`config.mk`:
```
export PLATFORM = sky130hd
export DESIGN_NAME = piecewise_linear_envelope_vca
export DESIGN_NICKNAME = d
export VERILOG_FILES = /design/src/design/plenv_pkg.sv /design/src/design/plenv_cfg.sv /design/src/design/plenv_seg.sv /design/src/design/plenv_div.sv /design/src/design/plenv_gain.sv /design/src/design/piecewise_linear_envelope_vca.sv
export SDC_FILE = /design/constraint.sdc
export NUM_CORES = 2
export LEC_CHECK = 0
export BUFFER_PORTS_ARGS = -buffer_cell sky130_fd_sc_hd__buf_4
export CORE_ASPECT_RATIO = 0.5
export CORE_MARGIN = 10
export CORE_UTILIZATION = 40
export DETAILED_ROUTE_END_ITERATION = 7
export PLACE_DENSITY_LB_ADDON = 0.08
export SLEW_MARGIN = 10
export SYNTH_ARGS = -nofsm -noshare
export SYNTH_HDL_FRONTEND = slang
export SYNTH_SLANG_ARGS = --single-unit
export TNS_END_PERCENT = 1
```
`constraint.sdc`:
```
create_clock -name clk -period 30.4 [get_ports clk]
set_input_delay 3.04 -clock clk [delete_from_list [all_inputs] [get_ports clk]]
set_output_delay 3.04 -clock clk [all_outputs]
set_load 0.03 [all_outputs]
```
`src/design/plenv_pkg.sv`:
```
// Shared types and constants for the piecewise-linear envelope gain stage.
// Has no dependencies; every other design file imports it.
`default_nettype none

package plenv_pkg;

	// Register indexes of the configuration port.
	typedef enum logic [2:0] {
		REG_START_LEVEL   = 3'd0,
		REG_SEGMENT_COUNT = 3'd1,
		REG_LEVEL_ONE     = 3'd2,
		REG_LEVEL_TWO     = 3'd3,
		REG_LEVEL_THREE   = 3'd4,
		REG_LENGTH_ONE    = 3'd5,
		REG_LENGTH_TWO    = 3'd6,
		REG_LENGTH_THREE  = 3'd7
	} reg_idx_t;

	// Reset value of every level register: unity gain in Q2.14.
	localparam logic signed [15:0] LEVEL_RESET = 16'sd16384;

	// Segment end positions are sums of up to three 16-bit lengths.
	localparam int BOUND_W = 18;

	// The divider retires four quotient bits in each of four stages.
	localparam int DIV_BITS = 4;

	// Pipeline depth, from the input register to the output register.
	localparam int STAGES = 10;

	// Values that ride alongside the divider.
	typedef struct packed {
		logic signed [15:0] prev;
		logic               neg;
		logic signed [15:0] sample;
	} side_t;

endpackage

`default_nettype wire

```
`src/design/plenv_cfg.sv`:
```
// Configuration register file and segment end positions.
// Depends on plenv_pkg.
`default_nettype none

module plenv_cfg
	import plenv_pkg::*;
#(
	parameter int MAX_SEGMENTS = 3
) (
	input  wire logic                      clk,
	input  wire logic                      arst_n,
	input  wire logic                      wr_en,
	input  wire logic [2:0]                wr_index,
	input  wire logic [15:0]               wr_data,
	output logic signed [15:0]             start_level,
	output logic [1:0]                     count,
	output logic signed [15:0]             level [MAX_SEGMENTS],
	output logic [15:0]                    len   [MAX_SEGMENTS],
	output logic [BOUND_W-1:0]             bound [MAX_SEGMENTS]
);

	logic signed [15:0]  start_q;
	logic [1:0]          count_q;
	logic signed [15:0]  level_q [MAX_SEGMENTS];
	logic [15:0]         len_q   [MAX_SEGMENTS];
	logic [BOUND_W-1:0]  bound_q [MAX_SEGMENTS];
	logic [BOUND_W-1:0]  cum     [MAX_SEGMENTS];

	// Register writes; indexes of segments not built are ignored.
	always_ff @(posedge clk or negedge arst_n) begin
		if (!arst_n) begin
			start_q <= LEVEL_RESET;
			count_q <= 2'd0;
			for (int k = 0; k < MAX_SEGMENTS; k++) begin
				level_q[k] <= LEVEL_RESET;
				len_q[k]   <= 16'd0;
			end
		end else if (wr_en) begin
			case (reg_idx_t'(wr_index))
				REG_START_LEVEL:   start_q <= wr_data;
				REG_SEGMENT_COUNT: count_q <= wr_data[1:0];
				default: ;
			endcase
			for (int k = 0; k < MAX_SEGMENTS; k++) begin
				if (wr_index == 3'(REG_LEVEL_ONE) + 3'(k))
					level_q[k] <= wr_data;
				if (wr_index == 3'(REG_LENGTH_ONE) + 3'(k))
					len_q[k] <= wr_data;
			end
		end
	end

	// Running sum of the lengths gives the frame at which each segment ends.
	always_comb begin
		logic [BOUND_W-1:0] acc;
		acc = '0;
		for (int k = 0; k < MAX_SEGMENTS; k++) begin
			acc    = acc + BOUND_W'(len_q[k]);
			cum[k] = acc;
		end
	end

	// The end positions are registered; an item in stage 1 is compared against them.
	always_ff @(posedge clk or negedge arst_n) begin
		if (!arst_n) begin
			for (int k = 0; k < MAX_SEGMENTS; k++)
				bound_q[k] <= '0;
		end else begin
			for (int k = 0; k < MAX_SEGMENTS; k++)
				bound_q[k] <= cum[k];
		end
	end

	// Counts above the segments built are treated as all of them.
	assign count       = (count_q > 2'(MAX_SEGMENTS)) ? 2'(MAX_SEGMENTS) : count_q;
	assign start_level = start_q;
	assign level       = level_q;
	assign len         = len_q;
	assign bound       = bound_q;

endmodule

`default_nettype wire

```
`src/design/plenv_seg.sv`:
```
// Segment lookup and the offset-times-difference product (stages 2 and 3).
// Depends on plenv_pkg.
`default_nettype none

module plenv_seg
	import plenv_pkg::*;
#(
	parameter int MAX_SEGMENTS = 3
) (
	input  wire logic                 clk,
	input  wire logic                 en_s2,
	input  wire logic                 en_s3,
	input  wire logic [15:0]          frame_s1,
	input  wire logic signed [15:0]   sample_s1,
	input  wire logic signed [15:0]   start_level,
	input  wire logic [1:0]           count,
	input  wire logic signed [15:0]   level [MAX_SEGMENTS],
	input  wire logic [15:0]          len   [MAX_SEGMENTS],
	input  wire logic [BOUND_W-1:0]   bound [MAX_SEGMENTS],
	output logic [31:0]               mag_s3,
	output logic [15:0]               len_s3,
	output side_t                     side_s3
);

	logic                 found;
	logic signed [15:0]   sel_prev;
	logic signed [15:0]   sel_next;
	logic [BOUND_W-1:0]   sel_start;
	logic [15:0]          sel_len;
	logic [BOUND_W-1:0]   off_full;

	logic [15:0]          off_s2;
	logic signed [16:0]   diff_s2;
	logic [15:0]          len_s2;
	logic signed [15:0]   prev_s2;
	logic signed [15:0]   sample_s2;
	logic [15:0]          absd;

	// Find the first segment in use that has not ended by this frame. Past the
	// last one the level holds, which is an empty interpolation over one frame.
	always_comb begin
		logic signed [15:0]  prev_run;
		logic [BOUND_W-1:0]  start_run;
		prev_run  = start_level;
		start_run = '0;
		found     = 1'b0;
		sel_prev  = start_level;
		sel_next  = start_level;
		sel_start = '0;
		sel_len   = 16'd1;
		for (int k = 0; k < MAX_SEGMENTS; k++) begin
			if (2'(k) < count) begin
				if (!found && (BOUND_W'(frame_s1) < bound[k])) begin
					found     = 1'b1;
					sel_prev  = prev_run;
					sel_next  = level[k];
					sel_start = start_run;
					sel_len   = len[k];
				end
				prev_run  = level[k];
				start_run = bound[k];
			end
		end
		if (!found) begin
			sel_prev  = prev_run;
			sel_next  = prev_run;
			sel_start = BOUND_W'(frame_s1);
		end
	end

	// The offset is below the segment length, so it fits in 16 bits.
	assign off_full = BOUND_W'(frame_s1) - sel_start;

	// Stage 2: offset, level difference and segment length.
	always_ff @(posedge clk) begin
		if (en_s2) begin
			off_s2    <= off_full[15:0];
			diff_s2   <= 17'(sel_next) - 17'(sel_prev);
			len_s2    <= sel_len;
			prev_s2   <= sel_prev;
			sample_s2 <= sample_s1;
		end
	end

	// The magnitude of a 16-bit difference never exceeds 65535.
	always_comb begin
		logic [16:0] neg_d;
		neg_d = 17'(-diff_s2);
		absd  = diff_s2[16] ? neg_d[15:0] : diff_s2[15:0];
	end

	// Stage 3: unsigned product of offset and difference magnitude.
	always_ff @(posedge clk) begin
		if (en_s3) begin
			mag_s3         <= off_s2 * absd;
			len_s3         <= len_s2;
			side_s3.prev   <= prev_s2;
			side_s3.neg    <= diff_s2[16];
			side_s3.sample <= sample_s2;
		end
	end

endmodule

`default_nettype wire

```
`src/design/plenv_div.sv`:
```
// Pipelined restoring divider, four quotient bits per stage (stages 4 to 7).
// Depends on plenv_pkg.
`default_nettype none

module plenv_div
	import plenv_pkg::*;
(
	input  wire logic         clk,
	input  wire logic         en_s4,
	input  wire logic         en_s5,
	input  wire logic         en_s6,
	input  wire logic         en_s7,
	input  wire logic [31:0]  mag_s3,
	input  wire logic [15:0]  len_s3,
	input  wire side_t        side_s3,
	output logic [15:0]       quot_s7,
	output side_t             side_s7
);

	// The word holds the partial remainder above and the dividend bits still to
	// be used, with quotient bits shifted in from below. The remainder is always
	// below the divisor, which holds because the quotient fits in 16 bits.
	function automatic logic [31:0] div_chunk(input logic [31:0] a, input logic [15:0] d);
		logic [32:0] sh;
		logic [16:0] top;
		logic [31:0] w;
		w = a;
		for (int i = 0; i < DIV_BITS; i++) begin
			sh  = {w, 1'b0};
			top = sh[32:16];
			if (top >= {1'b0, d}) begin
				top   = top - {1'b0, d};
				sh[0] = 1'b1;
			end
			w = {top[15:0], sh[15:0]};
		end
		return w;
	endfunction

	logic [31:0] acc_s4, acc_s5, acc_s6, acc_s7;
	logic [15:0] len_s4, len_s5, len_s6;
	side_t       side_s4, side_s5, side_s6;

	// Four divider stages; the divisor and side values travel with the word.
	always_ff @(posedge clk) begin
		if (en_s4) begin
			acc_s4  <= div_chunk(mag_s3, len_s3);
			len_s4  <= len_s3;
			side_s4 <= side_s3;
		end
		if (en_s5) begin
			acc_s5  <= div_chunk(acc_s4, len_s4);
			len_s5  <= len_s4;
			side_s5 <= side_s4;
		end
		if (en_s6) begin
			acc_s6  <= div_chunk(acc_s5, len_s5);
			len_s6  <= len_s5;
			side_s6 <= side_s5;
		end
		if (en_s7) begin
			acc_s7  <= div_chunk(acc_s6, len_s6);
			side_s7 <= side_s6;
		end
	end

	assign quot_s7 = acc_s7[15:0];

endmodule

`default_nettype wire

```
`src/design/plenv_gain.sv`:
```
// Level reconstruction, sample multiply and saturation (stages 8 to 10).
// Depends on plenv_pkg.
`default_nettype none

module plenv_gain
	import plenv_pkg::*;
(
	input  wire logic                clk,
	input  wire logic                en_s8,
	input  wire logic                en_s9,
	input  wire logic                en_s10,
	input  wire logic [15:0]         quot_s7,
	input  wire side_t               side_s7,
	output logic signed [15:0]       scaled_sample,
	output logic signed [15:0]       envelope_level
);

	logic signed [17:0] step;
	logic signed [17:0] level_sum;
	logic signed [15:0] level_s8, level_s9, level_s10;
	logic signed [15:0] sample_s8;
	logic signed [31:0] prod_s9;
	logic signed [17:0] shifted;
	logic signed [15:0] sat;
	logic signed [15:0] scaled_s10;

	// The quotient magnitude takes the sign of the difference, which is the
	// same as truncating the signed quotient toward zero.
	assign step      = side_s7.neg ? -$signed({2'b00, quot_s7}) : $signed({2'b00, quot_s7});
	assign level_sum = 18'(side_s7.prev) + step;

	// Stage 8: the level lies between two 16-bit levels, so it fits.
	always_ff @(posedge clk) begin
		if (en_s8) begin
			level_s8  <= level_sum[15:0];
			sample_s8 <= side_s7.sample;
		end
	end

	// Stage 9: signed product of sample and level.
	always_ff @(posedge clk) begin
		if (en_s9) begin
			prod_s9  <= sample_s8 * level_s8;
			level_s9 <= level_s8;
		end
	end

	// Arithmetic shift by 14 rounds toward minus infinity; then clamp.
	assign shifted = prod_s9[31:14];
	always_comb begin
		if (shifted > 18'sd32767)
			sat = 16'sh7FFF;
		else if (shifted < -18'sd32768)
			sat = 16'sh8000;
		else
			sat = shifted[15:0];
	end

	// Stage 10: output register.
	always_ff @(posedge clk) begin
		if (en_s10) begin
			scaled_s10 <= sat;
			level_s10  <= level_s9;
		end
	end

	assign scaled_sample  = scaled_s10;
	assign envelope_level = level_s10;

endmodule

`default_nettype wire

```
`src/design/piecewise_linear_envelope_vca.sv`:
```
// Piecewise-linear envelope gain stage: top level with pipeline control.
// Depends on plenv_pkg, plenv_cfg, plenv_seg, plenv_div and plenv_gain.
//
// Each input item is a sample with its absolute frame number; each result
// item is the sample scaled by the envelope level for that frame, together
// with the level itself. Input and result channels use valid and stall: an
// item moves on an edge with valid high and stall low.
// Configuration writes arrive on their own valid/ready channel with a
// register index and 16 data bits; ready is always high. Write only while no
// item is in flight.
// The pipeline has ten register stages; a result is valid once its item has
// passed through all of them and reached the output register. One item
// is taken every cycle unless a stall holds the pipeline; the depth comes
// mostly from the interpolation divider, four stages of four quotient bits each.
// Every stage has its own valid bit and moves on when the stage after it is
// empty or moving, so a stalled receiver fills the empty stages first and
// only then stalls the source; no item is lost or repeated.
// Reset clears the valid bits and sets the registers to unity start level,
// no segments and zero lengths; the block takes items from the first cycle.
`default_nettype none

module piecewise_linear_envelope_vca
	import plenv_pkg::*;
#(
	parameter int ENVELOPE_FRAMES = 65536,
	parameter int MAX_SEGMENTS    = 3
) (
	input  wire logic                clk,
	input  wire logic                arst_n,
	input  wire logic                frame_valid,
	output logic                     frame_stall,
	input  wire logic [15:0]         frame_index,
	input  wire logic signed [15:0]  sample,
	output logic                     result_valid,
	input  wire logic                result_stall,
	output logic signed [15:0]       scaled_sample,
	output logic signed [15:0]       envelope_level,
	input  wire logic                cfg_valid,
	output logic                     cfg_ready,
	input  wire logic [2:0]          cfg_index,
	input  wire logic [15:0]         cfg_data
);

	localparam logic [31:0] FRAME_LAST = 32'(ENVELOPE_FRAMES - 1);

	logic [STAGES:1]     stage_valid_q;
	logic [STAGES+1:1]   en;

	logic signed [15:0]  start_level;
	logic [1:0]          count;
	logic signed [15:0]  level [MAX_SEGMENTS];
	logic [15:0]         len   [MAX_SEGMENTS];
	logic [BOUND_W-1:0]  bound [MAX_SEGMENTS];

	logic [15:0]         frame_s1;
	logic signed [15:0]  sample_s1;
	logic [31:0]         mag_s3;
	logic [15:0]         len_s3;
	side_t               side_s3;
	logic [15:0]         quot_s7;
	side_t               side_s7;

	assign cfg_ready = 1'b1;

	// A stage may load when it is empty or its contents move on.
	always_comb begin
		en[STAGES+1] = !result_stall;
		for (int k = STAGES; k >= 1; k--)
			en[k] = !stage_valid_q[k] || en[k+1];
	end

	assign frame_stall  = !en[1];
	assign result_valid = stage_valid_q[STAGES];

	// Valid bits travel with the data.
	always_ff @(posedge clk or negedge arst_n) begin
		if (!arst_n) begin
			stage_valid_q <= '0;
		end else begin
			if (en[1])
				stage_valid_q[1] <= frame_valid;
			for (int k = 2; k <= STAGES; k++)
				if (en[k])
					stage_valid_q[k] <= stage_valid_q[k-1];
		end
	end

	// Stage 1: input register; frames past the envelope read as its last frame.
	always_ff @(posedge clk) begin
		if (en[1]) begin
			frame_s1  <= (32'(frame_index) > FRAME_LAST) ? FRAME_LAST[15:0] : frame_index;
			sample_s1 <= sample;
		end
	end

	plenv_cfg #(
		.MAX_SEGMENTS (MAX_SEGMENTS)
	) u_cfg (
		.clk         (clk),
		.arst_n      (arst_n),
		.wr_en       (cfg_valid && cfg_ready),
		.wr_index    (cfg_index),
		.wr_data     (cfg_data),
		.start_level (start_level),
		.count       (count),
		.level       (level),
		.len         (len),
		.bound       (bound)
	);

	plenv_seg #(
		.MAX_SEGMENTS (MAX_SEGMENTS)
	) u_seg (
		.clk         (clk),
		.en_s2       (en[2]),
		.en_s3       (en[3]),
		.frame_s1    (frame_s1),
		.sample_s1   (sample_s1),
		.start_level (start_level),
		.count       (count),
		.level       (level),
		.len         (len),
		.bound       (bound),
		.mag_s3      (mag_s3),
		.len_s3      (len_s3),
		.side_s3     (side_s3)
	);

	plenv_div u_div (
		.clk     (clk),
		.en_s4   (en[4]),
		.en_s5   (en[5]),
		.en_s6   (en[6]),
		.en_s7   (en[7]),
		.mag_s3  (mag_s3),
		.len_s3  (len_s3),
		.side_s3 (side_s3),
		.quot_s7 (quot_s7),
		.side_s7 (side_s7)
	);

	plenv_gain u_gain (
		.clk            (clk),
		.en_s8          (en[8]),
		.en_s9          (en[9]),
		.en_s10         (en[10]),
		.quot_s7        (quot_s7),
		.side_s7        (side_s7),
		.scaled_sample  (scaled_sample),
		.envelope_level (envelope_level)
	);

	// A result leaving frees the whole pipeline, so the source is never stalled.
	assert property (@(posedge clk) disable iff (!arst_n)
		(result_valid && !result_stall) |-> !frame_stall)
		else $error("source stalled while a result was leaving");

	// An empty pipeline always takes an item.
	assert property (@(posedge clk) disable iff (!arst_n)
		(stage_valid_q == '0) |-> !frame_stall)
		else $error("empty pipeline stalled the source");

	// A result only appears when the stage before held an item.
	assert property (@(posedge clk) disable iff (!arst_n)
		$rose(result_valid) |-> $past(stage_valid_q[STAGES-1]))
		else $error("result appeared from an empty stage");

	// While the receiver stalls, the number of items in flight cannot fall.
	assert property (@(posedge clk) disable iff (!arst_n)
		(result_stall && result_valid) |=>
			($countones(stage_valid_q) >= $past($countones(stage_valid_q))))
		else $error("item lost in the pipeline during a stall");

endmodule

`default_nettype wire
```
### Word-level counts from Yosys, hierarchy flattened

Cells that the tools add are included.

| operators by class | value |
|---|---|
| reduce and logical (&&, ||, !) cells | 35 |
| $mul | 2 |
| $lt $le $gt $ge | 25 |
| equality and inequality tests | 7 |
| mux-type cells | 81 |
| add/sub/neg operators | 22 |

Operators with widths:

| kind | number |
|---|---|
| 16-bit two-way mux | 58 |
| 17-bit by 16-bit greater-or-equal comparator with 1-bit output | 16 |
| 16-bit subtractor | 16 |
| 16-bit by 16-bit multiplier with 32-bit output | 2 |
| 16-bit negator | 2 |
| 1-bit two-way mux | 22 |
| 17-bit by 16-bit adder with 18-bit output | 1 |
| 18-bit by 16-bit greater-than comparator with 1-bit output (second input constant) | 1 |
| 16-bit by 18-bit less-than comparator with 1-bit output | 1 |
| 18-bit by 16-bit less-than comparator with 1-bit output (second input constant) | 1 |
| 16-bit by 16-bit adder with 17-bit output | 1 |
| 16-bit by 17-bit less-than comparator with 1-bit output | 1 |
| 16-bit by 16-bit subtractor with 17-bit output | 1 |
| 16-bit adder | 1 |
| 16-bit less-than comparator | 1 |
| 2-bit AND reduction | 8 |
| 1-bit zero test | 14 |
| 3-bit == test (second input constant) | 4 |
| 1-bit logical OR | 10 |
| 3-bit by 2-bit == test with 1-bit output (second input constant) | 2 |
| 1-bit by 2-bit less-than comparator with 1-bit output (first input constant) | 2 |
| 3-bit by 1-bit == test with 1-bit output (second input constant) | 1 |
| 3-bit zero test | 1 |
| 2-bit greater-than comparator (second input constant) | 1 |
| 3 further kinds | 4 |

| storage, ports and cells | value |
|---|---|
| register bits after elaboration | 773 |
| bits of input ports | 56 |
| word-level logic and storage cells | 230 |
| output and inout port bits | 35 |

### Longest topological paths before layout

| depth | value |
|---|---|
| depth after elaboration | 17 |
| depth in mapped cells | 54 |
| depth with buffers taken out | 49 |

### Modules after synthesis

Synthesis repeated with hierarchy kept, for this count alone.

| second synthesis, totals | value |
|---|---|
| cells, all modules | 6,116 |
| area, all modules | 63,846.2 um2 |

Modules (own cells, without submodules):

| module | area each (um2) | cells each | times used |
|---|---|---|---|
| plenv_div | 23,015.8 | 2,290 | 1 |
| plenv_seg | 18,476.5 | 1,860 | 1 |
| plenv_gain | 13,740.7 | 1,366 | 1 |
| plenv_cfg | 7,190.6 | 524 | 1 |
| piecewise_linear_envelope_vca | 1,422.6 | 76 | 1 |

### Worst setup path before layout

OpenSTA, ideal clock, no wires.

| timing path | value |
|---|---|
| path kind | register to register |
| start | register u_div.len_s4[1] |
| end | register u_div.acc_s5[26] (data pin) |
| path slack | 19,262 ps |
| cell stages (with the launch flop) | 55 |
| setup time | 261 ps |
| path buffers | 6 |
| data required time | 30,139 ps |
| arrival | 10,877 ps |
| path through | edfxtp_1 > inv_1 > ha_1 > nor2b_1 > o31ai_1 > a21oi_1 > o21ai_1 > a21oi_1 > o22ai_2 > clkbuf_1 > nor2_1 > a21oi_1 > inv_1 > ha_1 > nor2b_1 > o21bai_1 > a31o_1 > a21oi_1 > [19 not listed] > clkbuf_1 > inv_1 > a21oi_1 > ha_1 > nor2b_1 > o31ai_1 > a21oi_1 > o211ai_1 > a21oi_1 > o21a_1 > a211o_1 > a21oi_1 > or4b_1 > buf_2 > nand2_1 > inv_2 > buf_2 > a221o_1 |

| on the way | value |
|---|---|
| longest elaborated chain between the ends | 11 |
| elaborated cells between the ends (all ways) | 15 |

Ends and longest elaborated chain:

| what | line | source |
|---|---|---|
| from (decl) | plenv_div.sv:41 | `logic [15:0] len_s4, len_s5, len_s6;` |
| from (signal assigned) | plenv_div.sv:48 | `len_s4 <= len_s3;` |
| 16-bit subtractor or 17-bit by 16-bit greater-or-equal comparator with 1-bit output (tied branches) | plenv_div.sv:32, plenv_div.sv:31 |  |
| 16-bit two-way mux | plenv_div.sv:31 | `if (top >= {1'b0, d}) begin` |
| 16-bit two-way mux | plenv_div.sv:51 | `if (en_s5) begin` |
| 16-bit subtractor or 17-bit by 16-bit greater-or-equal comparator with 1-bit output (tied branches) | plenv_div.sv:32, plenv_div.sv:31 |  |
| 16-bit two-way mux | plenv_div.sv:31 |  |
| 16-bit two-way mux | plenv_div.sv:51 |  |
| 16-bit subtractor or 17-bit by 16-bit greater-or-equal comparator with 1-bit output (tied branches) | plenv_div.sv:32, plenv_div.sv:31 |  |
| 16-bit two-way mux | plenv_div.sv:31 |  |
| 16-bit two-way mux | plenv_div.sv:51 |  |
| 16-bit subtractor or 17-bit by 16-bit greater-or-equal comparator with 1-bit output (tied branches) | plenv_div.sv:32, plenv_div.sv:31 |  |
| 16-bit two-way mux (*) | plenv_div.sv:31 |  |
| to (signal assigned) | plenv_div.sv:52 | `acc_s5 <= div_chunk(acc_s4, len_s4);` |
| to (decl) | plenv_div.sv:40 | `logic [31:0] acc_s4, acc_s5, acc_s6, acc_s7;` |

Mark *: on every way between the ends. The rest lies on a longest branch, timed or not. The select of a mux whose other input is x is not followed.
A chain may end at the register's enable or synchronous reset.

### Worst setup path after layout

| timing path | value |
|---|---|
| start | register u_div.len_s4[1] |
| end | register u_div.acc_s5[19] (data pin) |

| on the way | value |
|---|---|
| longest elaborated chain between the ends | 11 |
| elaborated cells between the ends (all ways) | 15 |

Ends and longest elaborated chain:

| what | line |
|---|---|
| 16-bit subtractor or 17-bit by 16-bit greater-or-equal comparator with 1-bit output (tied branches) | plenv_div.sv:32, plenv_div.sv:31 |
| 16-bit two-way mux | plenv_div.sv:31 |
| 16-bit two-way mux | plenv_div.sv:51 |
| 16-bit subtractor or 17-bit by 16-bit greater-or-equal comparator with 1-bit output (tied branches) | plenv_div.sv:32, plenv_div.sv:31 |
| 16-bit two-way mux | plenv_div.sv:31 |
| 16-bit two-way mux | plenv_div.sv:51 |
| 17-bit by 16-bit greater-or-equal comparator with 1-bit output or 16-bit subtractor (tied branches) | plenv_div.sv:31, plenv_div.sv:32 |
| 16-bit two-way mux | plenv_div.sv:31 |
| 16-bit two-way mux | plenv_div.sv:51 |
| 16-bit subtractor or 17-bit by 16-bit greater-or-equal comparator with 1-bit output (tied branches) | plenv_div.sv:32, plenv_div.sv:31 |
| 16-bit two-way mux (*) | plenv_div.sv:31 |

Marks and branches as above.

==> results.ini <==
[finish]
synthToLayoutAreaGrowth_pct = 9.503
drive_gt1_share_pct = 8.993
final_nets = 7036
mostFrequentLayoutCell = inv_1
final_cell_mix = inv_1 (766), nand2_1 (610), edfxtp_1 (584)

[setup_path]
crit_type = reg2reg
cp_common_cell = a21oi_1
required_ns = 30.78
cp.arrival_ns = 13.69
slowest_delay_ns = 0.79
crit_path_end_kind = register
start_kind = register
crit_fanout = 26
slowest_stage = o21ai_0

[sta]
finalSetupViolations = 0
max_slew_margin_pct = 16.24
worst_pin_slew_ns = 1.250
clock.fmax_mhz = 75.12
finalCriticalPeriod_ns = 13.31
hold_viol_final = 0
rsz0062_at_grt = false
min_period_over_period_pct = 43.79
slew_viol_final = 0
tns_ns = 0
fin_worst_skew_ns = 0.03146

[outcome]
status = complete, no violations

[route]
vias = 42378
via_per_inst = 5.254
drt_iter0_drc = 2436
detail-route-antenna-nets = 0
totalWireLength_microns = 159200
drc = 0
wl_per_cell_microns = 19.73
dr.pass1.iters = 8

[synth]
synth_edf_count = 584
netlist_area_sq_mm = 0.06167
synthCells = 5868
synth-main-ff-cell = edfxtp_1
synthesis.nets = 6963
synthXorXnorAreaFrac_pct = 4.332
synthAdderAreaFrac_pct = 26.86
async_flop_share_pct = 23.06
synth-simple-area-share_pct = 11.43
avgSynthCellArea_sq_um = 10.51
synth_seq_cells = 759
yosysSeqAreaShare_pct = 35.55
synth_warnings = 0
synth_compound_area_share_pct = 10.93
synthMuxAreaShare_pct = 5.151
synth_top_family_by_area = adder cells
synth_cell_types = 89

[floorplan]
start_util_pct = 40.46
dieHeight_microns = 297.6
die-area_sq_mm = 0.1712
die_width_microns = 575.3
coreArea_sq_mm = 0.1524
io_pins = 91
row_count = 101

[clock_network]
clk_pin_slew_worst_paths_ns = 0.06
root_buffer = clkbuf_16
clock-sinks = 759
insertion_delay_ns = 0.66
ctsResizeCount = 0
cts_tree = done
cts_hold_buf = 0
cts_buffer_depth = 3
cts_buffers = 77
cts_htree_levels = 3
post_cts_buffers = 0

[global_route]
antenna_found_initial = 9
grt_pass1_wl_microns = 251600
grt_pass1_vias = 44043
grt_overflow = 0
globalRouteTotalUtil_pct = 18.26
grt_max_degree = 100

[worst_hold_path]
hold_path.class = reg2reg

[job]
cap_violations = 0

[place]
numPortBuffers = 89
gp_congestion = 0.8910
hpwl_microns = 122900

-- cell type report --
class,instances,area [sq um]
Fill cell,14346,84870
Tap cell,2060,2577
Multi-Input combinational cell,4178,36330
Timing Repair Buffer,151,1137
Inverter,774,2909
Antenna cell,1,2.502
Sequential cell,759,21920
Clock buffer,102,2143
Clock inverter,41,511.7
-- registers in the layout (all words and copies together), names as in the netlist, 33 cells and up --
signal,count
u_cfg.bound,51
u_div.side_s6,33
u_cfg.len,48
u_div.side_s5,33
u_seg.side_s3,33
u_div.side_s7,33
u_cfg.level,48
u_div.side_s4,33
-- synth_stat cells (8+ instances only) --
cell | count | share of area [%]
ha_1 | 564 | 11
o221a_2 | 14 | 0.26
nor4_1 | 16 | 0.16
o31ai_1 | 27 | 0.33
mux2_1 | 15 | 0.27
o22ai_1 | 19 | 0.19
o21ai_0 | 270 | 2.2
nand3_1 | 57 | 0.46
a221oi_1 | 19 | 0.27
a211o_1 | 9 | 0.13
inv_1 | 768 | 4.7
or3_1 | 21 | 0.21
o41ai_1 | 11 | 0.16
nand4_1 | 47 | 0.48
clkbuf_1 | 140 | 0.85
o21a_1 | 72 | 0.88
nor2_1 | 303 | 1.8
or4_1 | 13 | 0.16
o21bai_1 | 44 | 0.54
fa_1 | 475 | 15
xnor2_1 | 225 | 3.2
o21ai_1 | 14 | 0.11
a31oi_1 | 12 | 0.12
nand2_1 | 613 | 3.7
xor2_1 | 80 | 1.1
a21o_1 | 100 | 1.2
a221o_1 | 12 | 0.19
nor2b_1 | 103 | 1.0
and2_1 | 160 | 1.6
a31o_2 | 8 | 0.11
mux2_2 | 189 | 3.5
nor3_1 | 44 | 0.36
edfxtp_1 | 584 | 28
o211ai_1 | 31 | 0.38
a211oi_1 | 34 | 0.41
o31a_1 | 15 | 0.21
a21oi_1 | 250 | 2.0
nand2b_1 | 70 | 0.71
or2_2 | 8 | 0.081
mux2i_1 | 76 | 1.2
a21boi_0 | 25 | 0.30
dfrtp_1 | 171 | 6.9
and3_1 | 23 | 0.23
-- routing by layer --
layer	share of wire [%]	GRT usage (%)	wire, microns	up-vias
li1	-	-	-	20234
met1	50	26.63	78810	21143
met2	45	29.19	71030	814
met3	4.0	2.253	6290	187
met4	1.9	3.609	3027	0
met5	0	0	0	-
-- critical path, delay by kind of cell (launching register included) --
kind,cells,cell delay (ns)
fa+ha+maj,4,1.38
simple gates,9,2.35
buf+inv,6,1.24
flops,1,0.58
compound gates,30,7.49
-- final timing paths --
check	slack [ns]	depth (start not counted)	to	startpoint
max in group asynchronous	26.18	2	stage_valid_q[5]	arst_n
worst min-delay path	0.39	0	u_div.side_s5[7]	u_div.side_s4[7]
worst max-delay path	17.09	49	u_div.acc_s5[19]	u_div.len_s4[1]
worst max register to register	17.09	49	u_div.acc_s5[19]	u_div.len_s4[1]
min in group asynchronous	2.48	1	u_cfg.bound[39]	arst_n
worst min register to register	0.39	0	u_div.side_s5[7]	u_div.side_s4[7]
-- stage by stage --
step	setup slack, ns	hold slack [ns]	instance area (sq um)	instances	util, %
3_3_place_gp	17.30	0.4021	64870	7922	42.57
6_report	17.09	0.3850	67530	8066	44.31
5_1_grt	16.08	0.3995	67530	8065	44.31
3_5_place_dp	17.21	0.4045	64870	7922	42.57
4_1_cts	17.17	0.3821	67530	8065	44.31
2_1_floorplan	19.26	0.3932	61670	5868	-
-- kinds of logic (layout without fill, tap and decap cells) --
group                      after synthesis  count (layout)
other                                    1               2
AOI/OAI and AO/OA                     1044            1044
DFF                                    759             759
xor gates and xnor gates               305             305
muxes                                  288             288
buffers and inverters                  931            1068
and+or+nand+nor                       1501            1501
adders and majority gates             1039            1039
Power is left out: the tool's default activity adds up to more than one toggle a clock period on the data nets, which glitch-free logic cannot reach.
